$ cat config.mk
export PLATFORM = sky130hd
export DESIGN_NAME = grid_line_point_generator_core
export DESIGN_NICKNAME = d
export VERILOG_FILES = /design/src/hdl/glpg_pkg.sv /design/src/hdl/glpg_dp.sv /design/src/hdl/glpg_ctrl.sv /design/src/hdl/grid_line_point_generator_core.sv
export SDC_FILE = /design/constraint.sdc
export NUM_CORES = 1
export LEC_CHECK = 0
export ABC_CLOCK_PERIOD_IN_PS = 4360
export BUFFER_PORTS_ARGS = -buffer_cell sky130_fd_sc_hd__buf_4
export CORE_ASPECT_RATIO = 1.1
export CORE_MARGIN = 1
export CORE_UTILIZATION = 45
export CTS_CLUSTER_SIZE = 30
export DETAILED_ROUTE_END_ITERATION = 12
export HOLD_SLACK_MARGIN = 0.02
export SLEW_MARGIN = 40
export SYNTH_ARGS = -nofsm -noshare
export SYNTH_HDL_FRONTEND = slang
export SYNTH_SLANG_ARGS = --single-unit
$ cat constraint.sdc
create_clock -name clk -period 4.36 [get_ports clk]
set_clock_uncertainty 0.05 [all_clocks]
set_input_delay 0.218 -clock clk [delete_from_list [all_inputs] [get_ports clk]]
set_output_delay 0.218 -clock clk [all_outputs]
set_load 0.005 [all_outputs]
$ cat src/hdl/glpg_pkg.sv
// shared constant and controller/datapath interface types for the grid line point generator
package glpg_pkg;

  localparam int COORD_BITS_DEF = 6;

  // commands from the controller to the datapath
  typedef struct packed {
    logic load;   // capture request, form deltas and step signs
    logic setup;  // pick major axis, seed error term and count
    logic step;   // advance to the next cell of the line
  } glpg_cmd_t;

  // status from the datapath to the controller
  typedef struct packed {
    logic last;   // current cell is the final one
  } glpg_status_t;

endpackage

$ cat src/hdl/glpg_dp.sv
// datapath of the grid line point generator: coordinates, error term and cell count
module glpg_dp #(
  parameter int COORD_BITS = glpg_pkg::COORD_BITS_DEF
) (
  input  logic                    clk,
  input  glpg_pkg::glpg_cmd_t     cmd,
  input  logic [4*COORD_BITS-1:0] req,      // start_col, start_row, end_col, end_row
  output glpg_pkg::glpg_status_t  status,
  output logic [COORD_BITS-1:0]   point_col,
  output logic [COORD_BITS-1:0]   point_row
);
  import glpg_pkg::*;

  localparam int CB = COORD_BITS;
  localparam int DW = COORD_BITS + 3;

  // request fields
  logic [CB-1:0] in_col;
  logic [CB-1:0] in_row;
  logic [CB-1:0] in_tcol;
  logic [CB-1:0] in_trow;
  logic [CB:0]   dc;
  logic [CB:0]   dr;
  logic [CB:0]   dc_mag;
  logic [CB:0]   dr_mag;

  // registers
  logic [CB-1:0]        col;
  logic [CB-1:0]        row;
  logic                 col_neg;
  logic                 row_neg;
  logic [CB-1:0]        adc;
  logic [CB-1:0]        adr;
  logic                 col_major;
  logic                 tie_moves;
  logic [CB-1:0]        major;
  logic [CB-1:0]        minor;
  logic signed [DW-1:0] d;
  logic [CB-1:0]        cnt;

  // setup and step logic
  logic                 col_major_next;
  logic [CB-1:0]        major_next;
  logic [CB-1:0]        minor_next;
  logic signed [DW-1:0] d_init;
  logic signed [DW-1:0] two_major;
  logic signed [DW-1:0] two_minor;
  logic                 move;
  logic [CB-1:0]        col_adv;
  logic [CB-1:0]        row_adv;

  assign in_col  = req[CB-1:0];
  assign in_row  = req[2*CB-1:CB];
  assign in_tcol = req[3*CB-1:2*CB];
  assign in_trow = req[4*CB-1:3*CB];

  assign dc     = {1'b0, in_tcol} - {1'b0, in_col};
  assign dr     = {1'b0, in_trow} - {1'b0, in_row};
  assign dc_mag = dc[CB] ? (~dc + 1'b1) : dc;
  assign dr_mag = dr[CB] ? (~dr + 1'b1) : dr;

  // equal deltas make the row axis major
  assign col_major_next = adc > adr;
  assign major_next     = col_major_next ? adc : adr;
  assign minor_next     = col_major_next ? adr : adc;
  assign d_init         = $signed({2'b00, minor_next, 1'b0}) - $signed({3'b000, major_next});

  assign two_major = $signed({2'b00, major, 1'b0});
  assign two_minor = $signed({2'b00, minor, 1'b0});
  assign move      = (d > 0) || (tie_moves && (d == 0));

  assign col_adv = col_neg ? (col - 1'b1) : (col + 1'b1);
  assign row_adv = row_neg ? (row - 1'b1) : (row + 1'b1);

  always_ff @(posedge clk) begin
    if (cmd.load) begin
      col     <= in_col;
      row     <= in_row;
      col_neg <= dc[CB];
      row_neg <= dr[CB];
      adc     <= dc_mag[CB-1:0];
      adr     <= dr_mag[CB-1:0];
    end
    if (cmd.setup) begin
      col_major <= col_major_next;
      major     <= major_next;
      minor     <= minor_next;
      cnt       <= major_next;
      d         <= d_init;
      // a tie moves the minor axis when signs differ on a column-major line,
      // or agree on a row-major line
      tie_moves <= col_major_next ? (col_neg != row_neg) : (col_neg == row_neg);
    end
    if (cmd.step) begin
      if (col_major) begin
        col <= col_adv;
        if (move) begin
          row <= row_adv;
        end
      end else begin
        row <= row_adv;
        if (move) begin
          col <= col_adv;
        end
      end
      d   <= move ? (d - two_major + two_minor) : (d + two_minor);
      cnt <= cnt - 1'b1;
    end
  end

  assign status.last = (cnt == '0);
  assign point_col   = col;
  assign point_row   = row;

endmodule

$ cat src/hdl/glpg_ctrl.sv
// controller state machine of the grid line point generator
module glpg_ctrl (
  input  logic                   clk,
  input  logic                   rst,
  input  logic                   s_tvalid,
  output logic                   s_tready,
  output logic                   m_tvalid,
  input  logic                   m_tready,
  input  glpg_pkg::glpg_status_t status,
  output glpg_pkg::glpg_cmd_t    cmd
);
  import glpg_pkg::*;

  typedef enum logic [1:0] {
    ST_IDLE,
    ST_SETUP,
    ST_RUN
  } state_t;

  state_t state;

  always_comb begin
    cmd.load  = (state == ST_IDLE) && s_tvalid;
    cmd.setup = (state == ST_SETUP);
    cmd.step  = (state == ST_RUN) && m_tready && !status.last;
  end

  always_ff @(posedge clk) begin
    if (rst) begin
      state    <= ST_IDLE;
      s_tready <= 1'b1;
      m_tvalid <= 1'b0;
    end else begin
      unique case (state)
        ST_IDLE: begin
          if (s_tvalid) begin
            state    <= ST_SETUP;
            s_tready <= 1'b0;
          end
        end
        ST_SETUP: begin
          state    <= ST_RUN;
          m_tvalid <= 1'b1;
        end
        ST_RUN: begin
          if (m_tready && status.last) begin
            state    <= ST_IDLE;
            m_tvalid <= 1'b0;
            s_tready <= 1'b1;
          end
        end
        default: begin
          state    <= ST_IDLE;
          m_tvalid <= 1'b0;
          s_tready <= 1'b1;
        end
      endcase
    end
  end

endmodule

$ cat src/hdl/grid_line_point_generator_core.sv
// top level of the grid line point generator: controller plus datapath
// first cell: after the request item is accepted the controller seeds the datapath in the
//   setup state, then raises m_tvalid with the first cell in the run state
// requests: a new request is taken only once the last cell of the previous line is taken;
//   with no backpressure the datapath error term loop steps one cell per cycle
// reset: synchronous active-high rst returns the controller to idle, ready for a request;
//   datapath registers are not reset
module grid_line_point_generator_core #(
  parameter int COORD_BITS = glpg_pkg::COORD_BITS_DEF
) (
  input  logic clk,
  input  logic rst,
  // request side
  input  logic s_tvalid,
  output logic s_tready,
  // start_col, start_row, end_col, end_row from bit 0 up, zero padded
  input  logic [((4*COORD_BITS+7)/8)*8-1:0] s_tdata,
  // cell side
  output logic m_tvalid,
  input  logic m_tready,
  // point_col, point_row from bit 0 up, zero padded
  output logic [((2*COORD_BITS+7)/8)*8-1:0] m_tdata,
  output logic m_tlast    // last_point
);
  import glpg_pkg::*;

  localparam int OUT_W = ((2*COORD_BITS+7)/8)*8;

  glpg_cmd_t              cmd;
  glpg_status_t           status;
  logic [COORD_BITS-1:0]  point_col;
  logic [COORD_BITS-1:0]  point_row;

  // sequencer: idle -> setup -> run one cell per accepted output item
  glpg_ctrl u_ctrl (
    .clk      (clk),
    .rst      (rst),
    .s_tvalid (s_tvalid),
    .s_tready (s_tready),
    .m_tvalid (m_tvalid),
    .m_tready (m_tready),
    .status   (status),
    .cmd      (cmd)
  );

  // coordinates and error term live here; only the packed fields reach the datapath
  glpg_dp #(
    .COORD_BITS (COORD_BITS)
  ) u_dp (
    .clk       (clk),
    .cmd       (cmd),
    .req       (s_tdata[4*COORD_BITS-1:0]),
    .status    (status),
    .point_col (point_col),
    .point_row (point_row)
  );

  // current cell goes straight out of the datapath registers, held while stalled
  assign m_tdata = OUT_W'({point_row, point_col});
  // last cell when the remaining count has run out
  assign m_tlast = status.last;

endmodule

==> summary.txt <==
Outcome
  – Outcome: completed

Detailed routing
  – DRC Markers: 0
  – Drt initial violations: 110
  – Vias per cell: 5.018
  – Via count: 3,598
  – Routed Antenna Nets: 0
  – WL final: 10,100 µm
  – Drt pass-1 iters: 6
  – Avg WL per Cell: 14.09 µm

Synth
  – Sequential area share after synthesis: 0.3418
  – YS warnings: 0
  – Library cells used by synthesis: 51
  – Post-synth ARST share: 0
  – Post-Syn Area: 4715 µm²
  – Flops & latches, synth: 59
  – Avg Inst Size Synth: 9.101 µm²
  – Post-Syn Instances: 518
  – EDFF count, synth: 43
  – Top_reg_cell synth: edfxtp_1

Setup path
  – Crit path max fanout: 12
  – RR Endpoint: u_dp.d[7]
  – Crit Path Class: flip-flop to flip-flop
  – R2R Setup Slk: 0.33 ns
  – Worst path max stage delay: 0.44 ns
  – Kind of start point of the critical path: flip-flop
  – CP Cell Sequence: clkinv_1 > ha_1 > a211oi_2 > nor2_1 > o31ai_4 > buf_4 > o21ai_0 > ha_1 > nor2_1 > maj3_1 > maj3_1 > mux2i_1 > o31ai_2 > o2111ai_1 > o21ai_0
  – Crit. End Element: flip-flop
  – Reg2Reg Launch Point: u_dp.adr[3]
  – Worst EP arrival: 4.05 ns
  – R2R cell count: 15
  – Crit-path slowest cell: edfxtp_1
  – Required time worst endpoint: 4.38 ns

Place
  – PortBufs: 42
  – Routability cong.: 0.8276
  – Dpl hpwl: 8155 µm
  – Placed insts: 700

Global routing
  – Global Route Usage Sum: 0.1988
  – Initial antenna violation count: 0
  – Pin count of the biggest net entering global routing: 27
  – Overflow after GRT: 0
  – Vias in the first global route: 3,482
  – First-pass GRT wire length: 16,460 µm

Clocking
  – Post-CTS Setup Bufs: 0
  – Htree depth: 3
  – Root Driver: clkbuf_8
  – Clock latency on the worst-skew pair: 0.34 ns
  – Sink Count: 59
  – CTS tree: built
  – Clk buf depth: 2
  – Reg clk slew, reported paths: 0.07 ns
  – Num CTS Buffers: 9

Floorplan
  – Core Region: 10,030 µm²
  – Ports: 47
  – Die area: 10,890 µm²
  – Die height: 109.4 µm
  – Die X-Extent: 99.59 µm
  – Row cnt: 38
  – Starting density of the core: 0.4699

STA
  – Setup TNS: 0 ns
  – Worst rel slew slack: 0.5328
  – Fin crit share: 0.9243
  – Fmax: 0.2482 GHz
  – Final setup viols: 0
  – Slew Viols, Final: 0
  – Worst-Margin Slew: 0.6982 ns
  – Min Tclk post-route: 4.030 ns
  – RSZ-0062 raised after global routing: false
  – Final Hold Viols: 0

Power and ir drop
  – Sequential Power Share: 0.291
  – Internal Power: 0.001794 W
  – Pleak: 2.533 nW
  – Clock power frac: 0.182
  – Power density over the cells: 539.9 nW/µm²
  – Net Sw Power: 0.001148 W
  – Sw Ratio: 0.3902
  – Peak supply drop: 0.0002034 V
  – Comb power frac: 0.527

Cells and area
  – Area grow syn2layout: 15.58%
  – Share of cells above drive strength 1: 0.1404
  – Nets: 658
  – Antenna cells: 0
  – Final cell count without fillers: 717

Job
  – Maxcap violations: 0

Min path
  – Worst hold path startpoint: s_tdata[0]
  – Worst hold path type: input pin to flip-flop
  – Hold depth: 3
  – WHS Endpoint: u_dp.point_col[0]
## power by group through the flow
stage	Clock, W	Sequential [W]	Combinational, W
detailed placement	0	0.000867	0.00155
global route	0.000575	0.000870	0.00174
finish	0.000536	0.000856	0.00155
floorplan	0	0.000850	0.00116
CTS	0.000549	0.000855	0.00156
global placement	0	0.000867	0.00152
## logic make-up (layout without fill, tap and decap cells)
logic type,count (synthesis),in the layout,share of synthesized area
XOR/XNOR,44,44,0.08174
multiplexers,9,9,0.01911
AO/OA/AOI/OAI,131,131,0.1765
buffers and inverters,101,157,0.08546
AND/OR/NAND/NOR,110,110,0.1093
flip-flops,59,59,0.3418
adder cells (fa/ha/maj),63,63,0.1852
other,1,4,0.0007954
## state kept, by name (all words and copies together), names as in the netlist
name             count
u_dp.d               9
u_dp.adc             6
u_dp.adr             6
u_dp.cnt             6
u_dp.major           6
u_dp.minor           6
u_dp.point_col       6
u_dp.point_row       6
u_ctrl.state         2
u_ctrl.m_tvalid      1
u_ctrl.s_tready      1
u_dp.col_major       1
u_dp.col_neg         1
u_dp.row_neg         1
u_dp.tie_moves       1
## stage by stage
step | setup slack, ns | total power, W | hold WS, ns | util | area [µm²]
final | 0.3302 | 0.002942 | 0.07723 | 0.5432 | 5449
after global routing | 0.05061 | 0.003186 | 0.06107 | 0.5432 | 5449
after CTS | 0.3057 | 0.002968 | 0.07014 | 0.5430 | 5448
after detailed placement | 0.3114 | 0.002418 | 0.3626 | 0.5213 | 5230
after global placement | 0.4359 | 0.002383 | 0.3588 | 0.5213 | 5230
after floorplan | 0.3876 | 0.002011 | 0.2404 | - | 4726
## cells in the final DEF, fill, tap and decap left out, drive strengths merged, types with 7 or more instances in the layout
cell type	netlist	layout
a211oi	9	9
ha	45	45
o31ai	9	9
a21o	15	15
clkbuf	7	10
inv	84	84
edfxtp	43	43
fa	13	13
nand2	35	35
mux2i	9	9
nor2	32	32
nor3	9	9
xnor2	37	37
o21ai	32	32
nor2b	11	11
dfxtp	16	16
a21oi	39	39
buf	9	55
xor2	7	7
## cells in the mapped netlist (4+ instances only)
cell	count	share of area
mux2i_1	9	0.019
buf_2	4	0.0042
xor2_1	7	0.013
edfxtp_1	43	0.27
nor2b_1	11	0.015
o211ai_1	4	0.0064
a211oi_1	8	0.013
clkbuf_1	7	0.0056
buf_4	5	0.0080
o21ai_0	32	0.034
nand2_1	35	0.028
xnor2_1	37	0.069
nand2b_1	5	0.0066
nand3_1	5	0.0053
dfxtp_1	16	0.068
ha_1	45	0.12
maj3_1	5	0.011
nor3_1	8	0.0085
nor2_1	32	0.025
inv_1	83	0.066
a21oi_1	39	0.041
a31oi_1	5	0.0066
fa_1	13	0.055
a21o_1	15	0.024
o21bai_1	5	0.0080
o31ai_1	7	0.011
## what timing repair did
action / 4_1_cts / 5_1_grt
hold endpoints to repair: 3 / 0
setup endpoints to repair: 0 / 0
resized for setup: 0 / 0
hold buffers: 1 / 0
## final cells by class
class,count,area (µm²)
fill,962,4583
multi-input combinational,361,2713
sequential,59,1612
timing repair buffer,56,422.9
inverter,85,319.1
tap,140,175.2
clock buffer,10,127.6
clock inverter,6,80.08
## how the worst max path moves through the flow
stage               slack, ns        start        end
global route             0.05  u_dp.adr[3]  u_dp.d[7]
finish                   0.33  u_dp.adr[3]  u_dp.d[7]
detailed placement       0.31  u_dp.adr[3]  u_dp.d[8]
global placement         0.44  u_dp.adr[3]  u_dp.d[8]
floorplan                0.39  u_dp.adr[3]  u_dp.d[7]
CTS                      0.31  u_dp.adr[3]  u_dp.d[8]
## metal layers
metal	track usage	vias up	share of wire
li1	-	1874	-
met1	0.2224	1654	0.43
met2	0.3800	57	0.53
met3	0.03687	13	0.028
met4	0.06513	0	0.016
met5	0	-	0
## worst max-delay path, delay by kind of cell (launching register included)
kind	cells	cell delay [ns]
AO/OA/AOI/OAI	6	1.14
adder cells (fa/ha/maj)	4	1.42
buffers and inverters	2	0.36
flip-flops	1	0.44
multiplexers	1	0.17
AND/OR/NAND/NOR	2	0.18
No activity file was read; power rests on OpenSTA's default activity.
